==> config.mk <==
export PLATFORM = sky130hd
export DESIGN_NAME = key_change_event_emitter_top_flat
export DESIGN_NICKNAME = d
export VERILOG_FILES = /design/src/kcee_pkg.sv /design/src/kcee_req_if.sv /design/src/kcee_rsp_if.sv /design/src/kcee_front.sv /design/src/kcee_queue.sv /design/src/kcee_back.sv /design/src/key_change_event_emitter_top.sv /design/src/flat_wrapper.sv
export SDC_FILE = /design/constraint.sdc
export NUM_CORES = 1
export LEC_CHECK = 0
export BUFFER_PORTS_ARGS = -buffer_cell sky130_fd_sc_hd__buf_2
export CAP_MARGIN = 30
export CORE_AREA = 2 2 185 206
export CTS_CLUSTER_DIAMETER = 150
export DETAILED_ROUTE_END_ITERATION = 16
export DIE_AREA = 0 0 187 208
export PLACE_DENSITY = 0.86
export SLEW_MARGIN = 15
export SYNTH_ARGS = -nofsm -noshare
export SYNTH_HDL_FRONTEND = slang
export SYNTH_HIERARCHICAL = 1
export SYNTH_SLANG_ARGS = --single-unit
==> constraint.sdc <==
create_clock -name clock -period 6.6 [get_ports clock]
set_clock_uncertainty 0.05 [all_clocks]
set_input_delay 0 -clock clock [delete_from_list [all_inputs] [get_ports clock]]
set_output_delay 0 -clock clock [all_outputs]
set_load 0.01 [all_outputs]
==> src/kcee_pkg.sv <==
// shared constants and types of the key change event emitter
`default_nettype none

package kcee_pkg;

   // key vector geometry
   localparam int KeyWords  = 4;
   localparam int WordBits  = 32;
   localparam int StoreIdxW = (KeyWords > 1) ? $clog2(KeyWords) : 1;

   // queue between front and back
   localparam int QueueDepth = 2;
   localparam int QueuePtrW  = (QueueDepth > 1) ? $clog2(QueueDepth) : 1;
   localparam int QueueCntW  = $clog2(QueueDepth + 1);

   // event kinds
   localparam logic [1:0] KindPress   = 2'd0;
   localparam logic [1:0] KindRelease = 2'd1;
   localparam logic [1:0] KindEnd     = 2'd2;

   // work handed from front to back
   typedef struct packed {
      logic [31:0] diff;
      logic [31:0] state_word;
      logic [2:0]  word_index;
      logic        final_word;
      logic [31:0] tick_stamp;
   } kcee_entry_type;

   // queue status seen by both sides
   typedef struct packed {
      logic full;
      logic empty;
   } kcee_queue_status_type;

endpackage

`default_nettype wire

==> src/kcee_req_if.sv <==
// request channel: one key-state word per request
`default_nettype none

interface kcee_req_if;
   logic        valid;
   logic        ready;
   logic [31:0] state_word;
   logic [2:0]  word_index;
   logic        final_word;
   logic        updated;
   logic [31:0] tick_stamp;

   modport source (output valid, output state_word, output word_index,
                   output final_word, output updated, output tick_stamp,
                   input ready);
   modport sink (input valid, input state_word, input word_index,
                 input final_word, input updated, input tick_stamp,
                 output ready);
endinterface

`default_nettype wire

==> src/kcee_rsp_if.sv <==
// result channel: one key event per transfer
`default_nettype none

interface kcee_rsp_if;
   logic        valid;
   logic        ready;
   logic [1:0]  event_kind;
   logic [7:0]  key_position;
   logic [31:0] event_stamp;
   logic        run_last;

   modport source (output valid, output event_kind, output key_position,
                   output event_stamp, output run_last, input ready);
   modport sink (input valid, input event_kind, input key_position,
                 input event_stamp, input run_last, output ready);
endinterface

`default_nettype wire

==> src/kcee_front.sv <==
// front end: accepts words, compares with the committed copy, commits, queues work
`default_nettype none

module kcee_front (
   input  wire                            clock,
   input  wire                            reset,
   kcee_req_if.sink                       req,
   input  kcee_pkg::kcee_queue_status_type status,
   output logic                           push,
   output kcee_pkg::kcee_entry_type       push_entry
);

   logic [31:0] store_ff [kcee_pkg::KeyWords];

   logic                            accept;
   logic                            in_range;
   logic                            compare;
   logic [kcee_pkg::StoreIdxW-1:0]  store_idx;
   logic [31:0]                     diff;

   // classify the incoming word
   assign req.ready = !status.full;
   assign accept    = req.valid && req.ready;
   assign in_range  = ({1'b0, req.word_index} < 4'(kcee_pkg::KeyWords));
   assign compare   = req.updated && in_range;
   assign store_idx = req.word_index[kcee_pkg::StoreIdxW-1:0];
   assign diff      = compare ? (store_ff[store_idx] ^ req.state_word) : 32'd0;

   // only words that cause events go to the back end
   assign push = accept && ((diff != 32'd0) || req.final_word);

   always_comb begin
      push_entry.diff       = diff;
      push_entry.state_word = req.state_word;
      push_entry.word_index = req.word_index;
      push_entry.final_word = req.final_word;
      push_entry.tick_stamp = req.tick_stamp;
   end

   // committed key words, cleared at reset
   always_ff @(posedge clock) begin
      if (reset) begin
         for (int i = 0; i < kcee_pkg::KeyWords; i++) begin
            store_ff[i] <= 32'd0;
         end
      end else if (accept && compare) begin
         store_ff[store_idx] <= req.state_word;
      end
   end

endmodule

`default_nettype wire

==> src/kcee_queue.sv <==
// short queue decoupling the front end from the event generator
`default_nettype none

module kcee_queue (
   input  wire                             clock,
   input  wire                             reset,
   input  logic                            push,
   input  kcee_pkg::kcee_entry_type        push_entry,
   input  logic                            pop,
   output kcee_pkg::kcee_entry_type        head,
   output kcee_pkg::kcee_queue_status_type status
);

   kcee_pkg::kcee_entry_type slot_ff [kcee_pkg::QueueDepth];

   logic [kcee_pkg::QueuePtrW-1:0] wr_ptr_ff, wr_ptr_in;
   logic [kcee_pkg::QueuePtrW-1:0] rd_ptr_ff, rd_ptr_in;
   logic [kcee_pkg::QueueCntW-1:0] count_ff, count_in;

   assign status.full  = (count_ff == kcee_pkg::QueueCntW'(kcee_pkg::QueueDepth));
   assign status.empty = (count_ff == '0);
   assign head         = slot_ff[rd_ptr_ff];

   // pointer and fill count update
   always_comb begin
      wr_ptr_in = wr_ptr_ff;
      rd_ptr_in = rd_ptr_ff;
      count_in  = count_ff;
      if (push) begin
         if (wr_ptr_ff == kcee_pkg::QueuePtrW'(kcee_pkg::QueueDepth - 1)) begin
            wr_ptr_in = '0;
         end else begin
            wr_ptr_in = wr_ptr_ff + 1'b1;
         end
      end
      if (pop) begin
         if (rd_ptr_ff == kcee_pkg::QueuePtrW'(kcee_pkg::QueueDepth - 1)) begin
            rd_ptr_in = '0;
         end else begin
            rd_ptr_in = rd_ptr_ff + 1'b1;
         end
      end
      if (push && !pop) begin
         count_in = count_ff + 1'b1;
      end else if (pop && !push) begin
         count_in = count_ff - 1'b1;
      end
   end

   always_ff @(posedge clock) begin
      if (reset) begin
         wr_ptr_ff <= '0;
         rd_ptr_ff <= '0;
         count_ff  <= '0;
      end else begin
         wr_ptr_ff <= wr_ptr_in;
         rd_ptr_ff <= rd_ptr_in;
         count_ff  <= count_in;
      end
   end

   // entry storage
   always_ff @(posedge clock) begin
      if (push) begin
         slot_ff[wr_ptr_ff] <= push_entry;
      end
   end

endmodule

`default_nettype wire

==> src/kcee_back.sv <==
// back end: walks changed bits lowest first and drives one event per cycle while rsp is not stalled
`default_nettype none

module kcee_back (
   input  wire                             clock,
   input  wire                             reset,
   input  kcee_pkg::kcee_entry_type        head,
   input  kcee_pkg::kcee_queue_status_type status,
   output logic                            pop,
   kcee_rsp_if.source                      rsp
);

   // working copy of the current word
   logic        busy_ff, busy_in;
   logic [31:0] diff_ff, diff_in;
   logic [31:0] word_ff, word_in;
   logic [2:0]  widx_ff, widx_in;
   logic        end_ff, end_in;
   logic [31:0] stamp_ff, stamp_in;

   // output register
   logic        rsp_valid_ff, rsp_valid_in;
   logic [1:0]  kind_ff, kind_in;
   logic [7:0]  pos_ff, pos_in;
   logic [31:0] ostamp_ff, ostamp_in;
   logic        last_ff, last_in;

   logic        out_free;
   logic [4:0]  bit_sel;
   logic [31:0] diff_rest;

   function automatic logic [4:0] lowest_bit(input logic [31:0] v);
      logic [4:0] r;
      r = '0;
      for (int i = 31; i >= 0; i--) begin
         if (v[i]) begin
            r = 5'(i);
         end
      end
      return r;
   endfunction

   assign out_free  = !rsp_valid_ff || rsp.ready;
   assign pop       = !busy_ff && !status.empty;
   assign bit_sel   = lowest_bit(diff_ff);
   assign diff_rest = diff_ff & (diff_ff - 32'd1);

   // event sequencing
   always_comb begin
      busy_in      = busy_ff;
      diff_in      = diff_ff;
      word_in      = word_ff;
      widx_in      = widx_ff;
      end_in       = end_ff;
      stamp_in     = stamp_ff;
      rsp_valid_in = rsp_valid_ff;
      kind_in      = kind_ff;
      pos_in       = pos_ff;
      ostamp_in    = ostamp_ff;
      last_in      = last_ff;
      if (rsp_valid_ff && rsp.ready) begin
         rsp_valid_in = 1'b0;
      end
      if (pop) begin
         busy_in  = 1'b1;
         diff_in  = head.diff;
         word_in  = head.state_word;
         widx_in  = head.word_index;
         end_in   = head.final_word;
         stamp_in = head.tick_stamp;
      end else if (busy_ff && out_free) begin
         rsp_valid_in = 1'b1;
         ostamp_in    = stamp_ff;
         if (diff_ff != 32'd0) begin
            // change event at the lowest changed bit
            kind_in = word_ff[bit_sel] ? kcee_pkg::KindPress : kcee_pkg::KindRelease;
            pos_in  = {widx_ff, bit_sel};
            last_in = (diff_rest == 32'd0) && !end_ff;
            diff_in = diff_rest;
            if ((diff_rest == 32'd0) && !end_ff) begin
               busy_in = 1'b0;
            end
         end else begin
            // scan end closes the word
            kind_in = kcee_pkg::KindEnd;
            pos_in  = 8'd0;
            last_in = 1'b1;
            busy_in = 1'b0;
         end
      end
   end

   always_ff @(posedge clock) begin
      if (reset) begin
         busy_ff      <= 1'b0;
         rsp_valid_ff <= 1'b0;
      end else begin
         busy_ff      <= busy_in;
         rsp_valid_ff <= rsp_valid_in;
      end
   end

   always_ff @(posedge clock) begin
      diff_ff   <= diff_in;
      word_ff   <= word_in;
      widx_ff   <= widx_in;
      end_ff    <= end_in;
      stamp_ff  <= stamp_in;
      kind_ff   <= kind_in;
      pos_ff    <= pos_in;
      ostamp_ff <= ostamp_in;
      last_ff   <= last_in;
   end

   assign rsp.valid        = rsp_valid_ff;
   assign rsp.event_kind   = kind_ff;
   assign rsp.key_position = pos_ff;
   assign rsp.event_stamp  = ostamp_ff;
   assign rsp.run_last     = last_ff;

endmodule

`default_nettype wire

==> src/key_change_event_emitter_top.sv <==
// top level of the key change event emitter
//
//   channel   dir  contents
//   req_chan  in   state_word, word_index, final_word, updated, tick_stamp
//   rsp_chan  out  event_kind, key_position, event_stamp, run_last
//
// a request is taken every cycle while the two-entry queue has room
// each queued word is loaded into the back end and then yields one event per changed bit, lowest first,
// plus a scan end for a final word; the back end emits one event per cycle while rsp_chan is not stalled
// reset clears the committed key words and all control
// a stalled rsp_chan holds its event and the back end; the front keeps filling the queue
`default_nettype none

module key_change_event_emitter_top (
   input  wire        clock,
   input  wire        reset,
   kcee_req_if.sink   req_chan,
   kcee_rsp_if.source rsp_chan
);

   kcee_pkg::kcee_queue_status_type status;
   kcee_pkg::kcee_entry_type        push_entry;
   kcee_pkg::kcee_entry_type        head;
   logic                            push;
   logic                            pop;

   kcee_front u_front (
      .clock      (clock),
      .reset      (reset),
      .req        (req_chan),
      .status     (status),
      .push       (push),
      .push_entry (push_entry)
   );

   kcee_queue u_queue (
      .clock      (clock),
      .reset      (reset),
      .push       (push),
      .push_entry (push_entry),
      .pop        (pop),
      .head       (head),
      .status     (status)
   );

   kcee_back u_back (
      .clock  (clock),
      .reset  (reset),
      .head   (head),
      .status (status),
      .pop    (pop),
      .rsp    (rsp_chan)
   );

endmodule

`default_nettype wire

==> src/flat_wrapper.sv <==
// flat-port wrapper written by rule: the top's interface ports become plain ports
module key_change_event_emitter_top_flat 
  (clock, reset, req_chan_valid, req_chan_state_word, req_chan_word_index, req_chan_final_word, req_chan_updated, req_chan_tick_stamp, req_chan_ready, rsp_chan_valid, rsp_chan_event_kind, rsp_chan_key_position, rsp_chan_event_stamp, rsp_chan_run_last, rsp_chan_ready);
  kcee_req_if req_chan_i ();
  kcee_rsp_if rsp_chan_i ();
  input  wire clock;
  input  wire reset;
  input wire logic [$bits(req_chan_i.valid)-1:0] req_chan_valid;
  input wire logic [$bits(req_chan_i.state_word)-1:0] req_chan_state_word;
  input wire logic [$bits(req_chan_i.word_index)-1:0] req_chan_word_index;
  input wire logic [$bits(req_chan_i.final_word)-1:0] req_chan_final_word;
  input wire logic [$bits(req_chan_i.updated)-1:0] req_chan_updated;
  input wire logic [$bits(req_chan_i.tick_stamp)-1:0] req_chan_tick_stamp;
  output wire logic [$bits(req_chan_i.ready)-1:0] req_chan_ready;
  output wire logic [$bits(rsp_chan_i.valid)-1:0] rsp_chan_valid;
  output wire logic [$bits(rsp_chan_i.event_kind)-1:0] rsp_chan_event_kind;
  output wire logic [$bits(rsp_chan_i.key_position)-1:0] rsp_chan_key_position;
  output wire logic [$bits(rsp_chan_i.event_stamp)-1:0] rsp_chan_event_stamp;
  output wire logic [$bits(rsp_chan_i.run_last)-1:0] rsp_chan_run_last;
  input wire logic [$bits(rsp_chan_i.ready)-1:0] rsp_chan_ready;
  assign req_chan_i.valid = req_chan_valid;
  assign req_chan_i.state_word = req_chan_state_word;
  assign req_chan_i.word_index = req_chan_word_index;
  assign req_chan_i.final_word = req_chan_final_word;
  assign req_chan_i.updated = req_chan_updated;
  assign req_chan_i.tick_stamp = req_chan_tick_stamp;
  assign req_chan_ready = req_chan_i.ready;
  assign rsp_chan_valid = rsp_chan_i.valid;
  assign rsp_chan_event_kind = rsp_chan_i.event_kind;
  assign rsp_chan_key_position = rsp_chan_i.key_position;
  assign rsp_chan_event_stamp = rsp_chan_i.event_stamp;
  assign rsp_chan_run_last = rsp_chan_i.run_last;
  assign rsp_chan_i.ready = rsp_chan_ready;
  key_change_event_emitter_top u_core (.clock(clock), .reset(reset), .req_chan(req_chan_i), .rsp_chan(rsp_chan_i));
endmodule
* Word level (Yosys, flattened, before mapping)
Memories as Yosys holds them, arrays and structs flattened. A register that Yosys moved wholly into a read port is not among the register bits. Cells that the tools add are included.
Cells by class: add/subtract/negate cells 5, magnitude comparators 2, equality and inequality tests 2, mux-type cells 62, bitwise logic cells 3, reduce and logical (&&, ||, !) cells 30
Operators with widths (count):
- 2-to-1 mux 32 bit | 5
- 2-to-1 mux 5 bit | 32
- nonzero test 32 bit | 2
- AND 32 bit | 1
- zero test 32 bit | 1
- OR reduction 32 bit | 1
- subtractor 32 x 1 -> 32 bit (second input constant) | 1
- XOR 32 bit | 1
- 2-to-1 mux 1 bit | 21
- logical AND 1 bit | 10
- zero test 1 bit | 7
- < comparator 5 x 6 -> 1 bit (second input constant) | 1
- 2-to-1 mux 2 bit | 3
- AND reduction 2 bit | 3
- nonzero test 2 bit | 3
- binary-select mux 1 bit (select 5 bit) | 1
- < comparator 3 bit (second input constant) | 1
- inequality test 3 x 1 -> 1 bit (second input constant) | 1
- adder 1 bit (second input constant) | 2
- adder 2 x 1 -> 2 bit (second input constant) | 1
- == test 2 bit (second input constant) | 1
- zero test 2 bit | 1
- logical OR 1 bit | 2
- subtractor 2 x 1 -> 2 bit (second input constant) | 1
- inverter 1 bit | 1
Storage, ports and cells: bits in registers 149, memory bits (writable) 328, output and inout port bits 45, word-level logic and storage cells 120, memories kept 2
Memory list:
- u_core.u_queue.slot_ff | words 2, width 100, rd ports 1, clocked after memory_dff 1, wr ports 1, line kcee_queue.sv:14 | kcee_pkg::kcee_entry_type slot_ff [kcee_pkg::QueueDepth];
- u_core.u_front.store_ff | words 4, width 32, rd ports 1, clocked after memory_dff 0, wr ports 4, line kcee_front.sv:13 | logic [31:0] store_ff [kcee_pkg::KeyWords];

* Logic depth before layout (Yosys ltp)
depth in word-level cells 35, gate-level depth with buffers 13, depth with buffers taken out 10

* Cells and area by module
Netlist, hierarchy kept.
Modules (own cells, without submodules):
- kcee_queue | times used 1, cells an instance 333, area each 7459.7 µm²
- kcee_front | times used 1, cells an instance 487, area each 6661.4 µm²
- kcee_back | times used 1, cells an instance 413, area each 5885.6 µm²

* Worst setup path before layout
OpenSTA, ideal clock, no wires.
path type input to register, start input port req_chan_word_index[0], end memory u_core/u_queue/slot_ff[0][0] (netlist name), enable pin, library setup time 0.572 ns, arrival 6.342 ns, required time 5.978 ns, setup slack -0.364 ns, stages on the path 9, path buffers 3, cells stage by stage buf_6 buf_4 buf_2 mux4_2 xnor2_1 nand4_1 nor4_1 a221oi_1 nor2b_1
On the way: cells in the longest elaborated chain, start to end 8
Ends and longest elaborated chain:
- start: declaration | line flat_wrapper.sv:10 | input wire logic [$bits(req_chan_i.word_index)-1:0] req_chan_word_index;
- memory (4 x 32 bit) or < comparator 3 bit (tied branches)
- XOR 32 bit or logical AND 1 bit (tied branches) | line kcee_front.sv:27, kcee_front.sv:25
- 2-to-1 mux 32 bit (*) | line kcee_front.sv:27 | assign diff = compare ? (store_ff[store_idx] ^ req.state_word) : 32'd0;
- nonzero test 32 bit (*) | line kcee_front.sv:30 | assign push = accept && ((diff != 32'd0) || req.final_word);
- logical OR 1 bit (*) | line kcee_front.sv:30
- logical AND 1 bit (*) | line kcee_front.sv:30
- net u_core.push | line key_change_event_emitter_top.sv:24 | logic push;
- 2-to-1 mux 1 bit (*) | line kcee_queue.sv:64 | if (push) begin
- 2-to-1 mux 1 bit (implied by the code) (*) | line kcee_queue.sv:65 | slot_ff[wr_ptr_ff] <= push_entry;
- end: declaration | line kcee_queue.sv:14
Mark *: on every way through the listed nets, which the timed path passes. The rest lies on a longest branch.

* Worst setup path in the final report
start input port req_chan_word_index[0], end memory u_core/u_queue/slot_ff[0][21] (netlist name), enable pin
The elaborated chain is that of the path after synthesis.

==> qor.yml <==
grt_pass1_vias: 10842
drc: 0
die_area_mm2: 0.03890
crit_required_ns: 6.75
max_freq_mhz: 220.1
drive_gt1_frac: 0.2482
finalNetCount: 1440
worst-path-max-fanout: 31
critical_path_class: "in -> reg"
synth.yosys.seq_area_share: 0.7139
number_of_placed_cells_counting_well_taps: 1741
holdCritPathClass: "in -> reg"
worstSetupEndpointType: "register"
startpoint: "req_chan_word_index[0]"
slack_of_the_worst_reg_to_reg_path_ns: 2.64
place.detailed.hpwl_mm: 24.55
number_of_enable_flip_flop_cells_after_synthesis: 471
via_count: 10787
grt-ovfl-total: 0
worst_skew_pair.late_latency_ns: 0.55
placement_rows: 74
place.gp.congestion: 0.8923
yosys_register_bits: 478
outcome: "complete, no violations"
route.detailed.wl_per_inst_um: 21.30
yosysUniqueCellTypes: 64
insertedDiodeCount: 0
clk_transition_reported_paths_ns: 0.06
drt_initial_violations: 1129
initial_core_util: 0.5443
crit_top_cell: "buf_4"
synth_nets: 1307
critical_r2r_launch: "u_core/u_front/store_ff[2][31]$_SDFFCE_PN0P_"
detail_route.wirelength_mm: 40.38
number_of_antenna_violations_at_the_first_check_in_global_routing: 1
final_period_minus_worst_setup_slack_ns: 4.543
cts.htree.levels: 2
area_growth_pct: 13.75
grt_util_all_layers: 0.2035
static-leakage-power_uw: 0.007925
drt-pass1-iter-count: 5
die_width_um: 187
final_max_slew_viol_count: 0
placeable_area_mm2: 0.03676
chipHeight_um: 208
worst_r2r_endpoint: "u_core/u_queue/slot_ff[0][21]$_DFFE_PP_"
tritoncts_num_sinks: 478
slew_headroom: 0.2890
yosys_most_used_dff: "edfxtp_1"
timing.critical_path.cells: "dlygate4sd3_1 > buf_2 > buf_4 > mux4_2 > xnor2_1 > nand4_1 > or4_1 > nor4_2 > a221oi_1 > nor2b_4 > buf_4"
cts_root_buf: "clkbuf_16"
sum_of_negative_setup_slack_ns: 0
timing.critical_path.to: "u_core/u_queue/slot_ff[0][21]$_DFFE_PP_"
timing_worst_slew_pin_value_ns: 1.060
numPortBuffers: 117
final.period_utilization: 0.6884
data_arrival_at_the_endpoint_of_the_critical_path_ns: 4.69
cts_tree: "done"
numCtsBuffers: 45
yosysWarnings: 6
synth.cell_area_mm2: 0.02001
synth.avg_cell_area_um2: 16.23
drt-vias-per-instance: 5.689
synthArstFlopShare: 0
grt_setup_unrepaired: "false"
critical_path.max_stage_delay_ns: 0.88
finish.cell_count_without_fillers: 1896
worst_setup_path_start_kind: "input pin"
hold_viol: 0
ir_worst_vdd_mv: 0.2033
antenna_violating_nets_post_route: 0
cellPowerDensity_mw_per_mm2: 379.1
worstRegToRegCells: 8
timing.critical_path.slowest_stage_cell: "nor2b_4"
boundaryPins: 118
drv_cap: 0
setup_viol_count_final: 0
grt_start_max_net_pins: 90
first_pass_grt_wire_length_mm: 60.82
cts_buffer_depth: 3
netlist_instances: 1233
[per-stage QoR]
step                cell area (um^2)  utilization  hold WS, ns  power [uW]  setup WS (ns)
floorplan                      20010            -      0.01625        5565          1.538
global placement               20560       0.5593       0.1406        5996          2.248
detailed placement             20560       0.5593       0.1411        6077          2.081
CTS                            22700       0.6176       0.1057        8632          2.088
global route                   22760       0.6191       0.1110        8959          1.763
finish                         22760       0.6191       0.1140        8628          2.057
[registers in the layout, indices dropped and copies added (netlist names), 3 cells and up, named ones only]
register and flops:
u_core/u_back/stamp_ff 32, u_core/u_back/widx_ff 3, u_core/u_front/store_ff 128, u_core/u_back/rsp.event_stamp 32
u_core/u_back/diff_ff 32, u_core/u_back/word_ff 32, u_core/u_queue/slot_ff 200, u_core/u_back/rsp.key_position 8
[power by group]
part           switching [uW]  internal (uW)  total (uW)
Sequential                346           4090        4440
Combinational            1020            644        1660
Clock                    1050           1470        2520
Total                    2420           6210        8630
[cell usage after synthesis, types with 2 or more instances]
| cell | number | share of area |
|---|---|---|
| inv_1 | 12 | 0.0023 |
| nand3_1 | 15 | 0.0038 |
| a21oi_1 | 14 | 0.0035 |
| and3_1 | 2 | 0.00063 |
| buf_1 | 4 | 0.00075 |
| buf_4 | 71 | 0.027 |
| clkbuf_1 | 28 | 0.0053 |
| nor3_1 | 12 | 0.0030 |
| xnor2_1 | 39 | 0.017 |
| dfxtp_1 | 7 | 0.0070 |
| buf_2 | 7 | 0.0018 |
| buf_6 | 11 | 0.0062 |
| nand4_1 | 10 | 0.0031 |
| o211ai_1 | 6 | 0.0023 |
| maj3_1 | 2 | 0.0010 |
| mux2_2 | 101 | 0.057 |
| nor2_1 | 61 | 0.011 |
| o22ai_1 | 3 | 0.00094 |
| nand2_1 | 58 | 0.011 |
| mux2i_1 | 24 | 0.012 |
| nor3b_1 | 2 | 0.00075 |
| and2_1 | 133 | 0.042 |
| nand2b_1 | 4 | 0.0013 |
| a211oi_1 | 2 | 0.00075 |
| a221oi_1 | 3 | 0.0013 |
| or2_1 | 3 | 0.00094 |
| a21boi_0 | 2 | 0.00075 |
| nor2b_1 | 5 | 0.0016 |
| mux4_2 | 30 | 0.034 |
| a22oi_1 | 2 | 0.00075 |
| o41ai_1 | 4 | 0.0018 |
| o31ai_1 | 7 | 0.0026 |
| a22o_1 | 3 | 0.0013 |
| o31a_1 | 2 | 0.00088 |
| or4_1 | 4 | 0.0015 |
| o21ai_0 | 26 | 0.0065 |
| or3_1 | 4 | 0.0013 |
| xor2_1 | 2 | 0.00088 |
| edfxtp_1 | 471 | 0.71 |
| nor4_1 | 13 | 0.0041 |
[worst min-delay path by stage]
| stage | from | end | slack (ns) | depth (start not counted) |
|---|---|---|---|---|
| 2_1_floorplan | reset | u_core/u_back/busy_ff$_SDFFE_PP0P_ | 0.02 | 1 |
| 3_3_place_gp | req_chan_tick_stamp[18] | u_core/u_queue/slot_ff[0][18]$_DFFE_PP_ | 0.14 | 1 |
| 3_5_place_dp | req_chan_tick_stamp[13] | u_core/u_queue/slot_ff[0][13]$_DFFE_PP_ | 0.14 | 1 |
| 4_1_cts | req_chan_tick_stamp[28] | u_core/u_queue/slot_ff[1][28]$_DFFE_PP_ | 0.11 | 2 |
| 5_1_grt | req_chan_tick_stamp[18] | u_core/u_queue/slot_ff[1][18]$_DFFE_PP_ | 0.11 | 2 |
| 6_report | req_chan_tick_stamp[18] | u_core/u_queue/slot_ff[1][18]$_DFFE_PP_ | 0.11 | 2 |
[cell type report]
cell class	count	area (um^2)
Inverter	13	51.30
Multi-Input combinational cell	620	4873
Clock buffer	62	1242
Tap cell	494	618.1
Sequential cell	478	14290
Clock inverter	21	200.2
Timing Repair Buffer	208	1484
Fill cell	2537	14000
[worst max-delay path: cells and delay by family]
kind                      cells  cell delay (ns)
buffers and inverters         4             1.97
and+or+nand+nor               4             1.24
AOI/OAI and AO/OA             1             0.65
muxes                         1             0.59
xor gates and xnor gates      1             0.18
[what timing repair did]
action,in CTS,in global routing
setup buffers,0,0
hold buffers,70,0
gates resized for setup,0,0
hold endpoints to repair,310,0
[per-layer routing]
| metal | vias up | global-route usage | share of wire |
|---|---|---|---|
| met4 | 2 | 0.08155 | 0.037 |
| met3 | 102 | 0.03222 | 0.064 |
| met2 | 470 | 0.3465 | 0.50 |
| met5 | - | 0 | 0.00032 |
| met1 | 5385 | 0.2635 | 0.40 |
| li1 | 4828 | - | - |
[layout by cell type (no fill, tap or decap), types with 4 or more instances in the layout]
cell type        n
bufinv_16        4
or4_1            4
nand2_1         58
o41ai_1          4
and2_1         131
inv_1           12
buf_2          117
clkinv_2         6
o31ai_1          7
dlygate4sd3_1   70
edfxtp_1       471
nor2b_1          4
clkbuf_16       47
clkbuf_1        14
a21oi_1         14
mux4_2          30
xnor2_1         39
nand3_1         15
nand2b_1         4
nor2_1          61
mux2_2         101
dfxtp_1          6
nor4_1          13
buf_4           19
clkinv_1         9
or3_1            4
o21ai_0         26
nor3_1          10
mux2i_1         24
nand4_1         10
o211ai_1         6
[cell families (layout without fill, tap and decap cells)]
| group | Yosys count | count (layout) | synth area share |
|---|---|---|---|
| flops | 478 | 478 | 0.7139 |
| simple gates | 333 | 333 | 0.08968 |
| mux | 155 | 155 | 0.1026 |
| buf+inv | 135 | 304 | 0.04403 |
| compound gates | 88 | 88 | 0.03014 |
| xor+xnor | 41 | 41 | 0.01795 |
| fa+ha+maj | 3 | 3 | 0.001626 |
No activity file was read; power rests on OpenSTA's default activity.
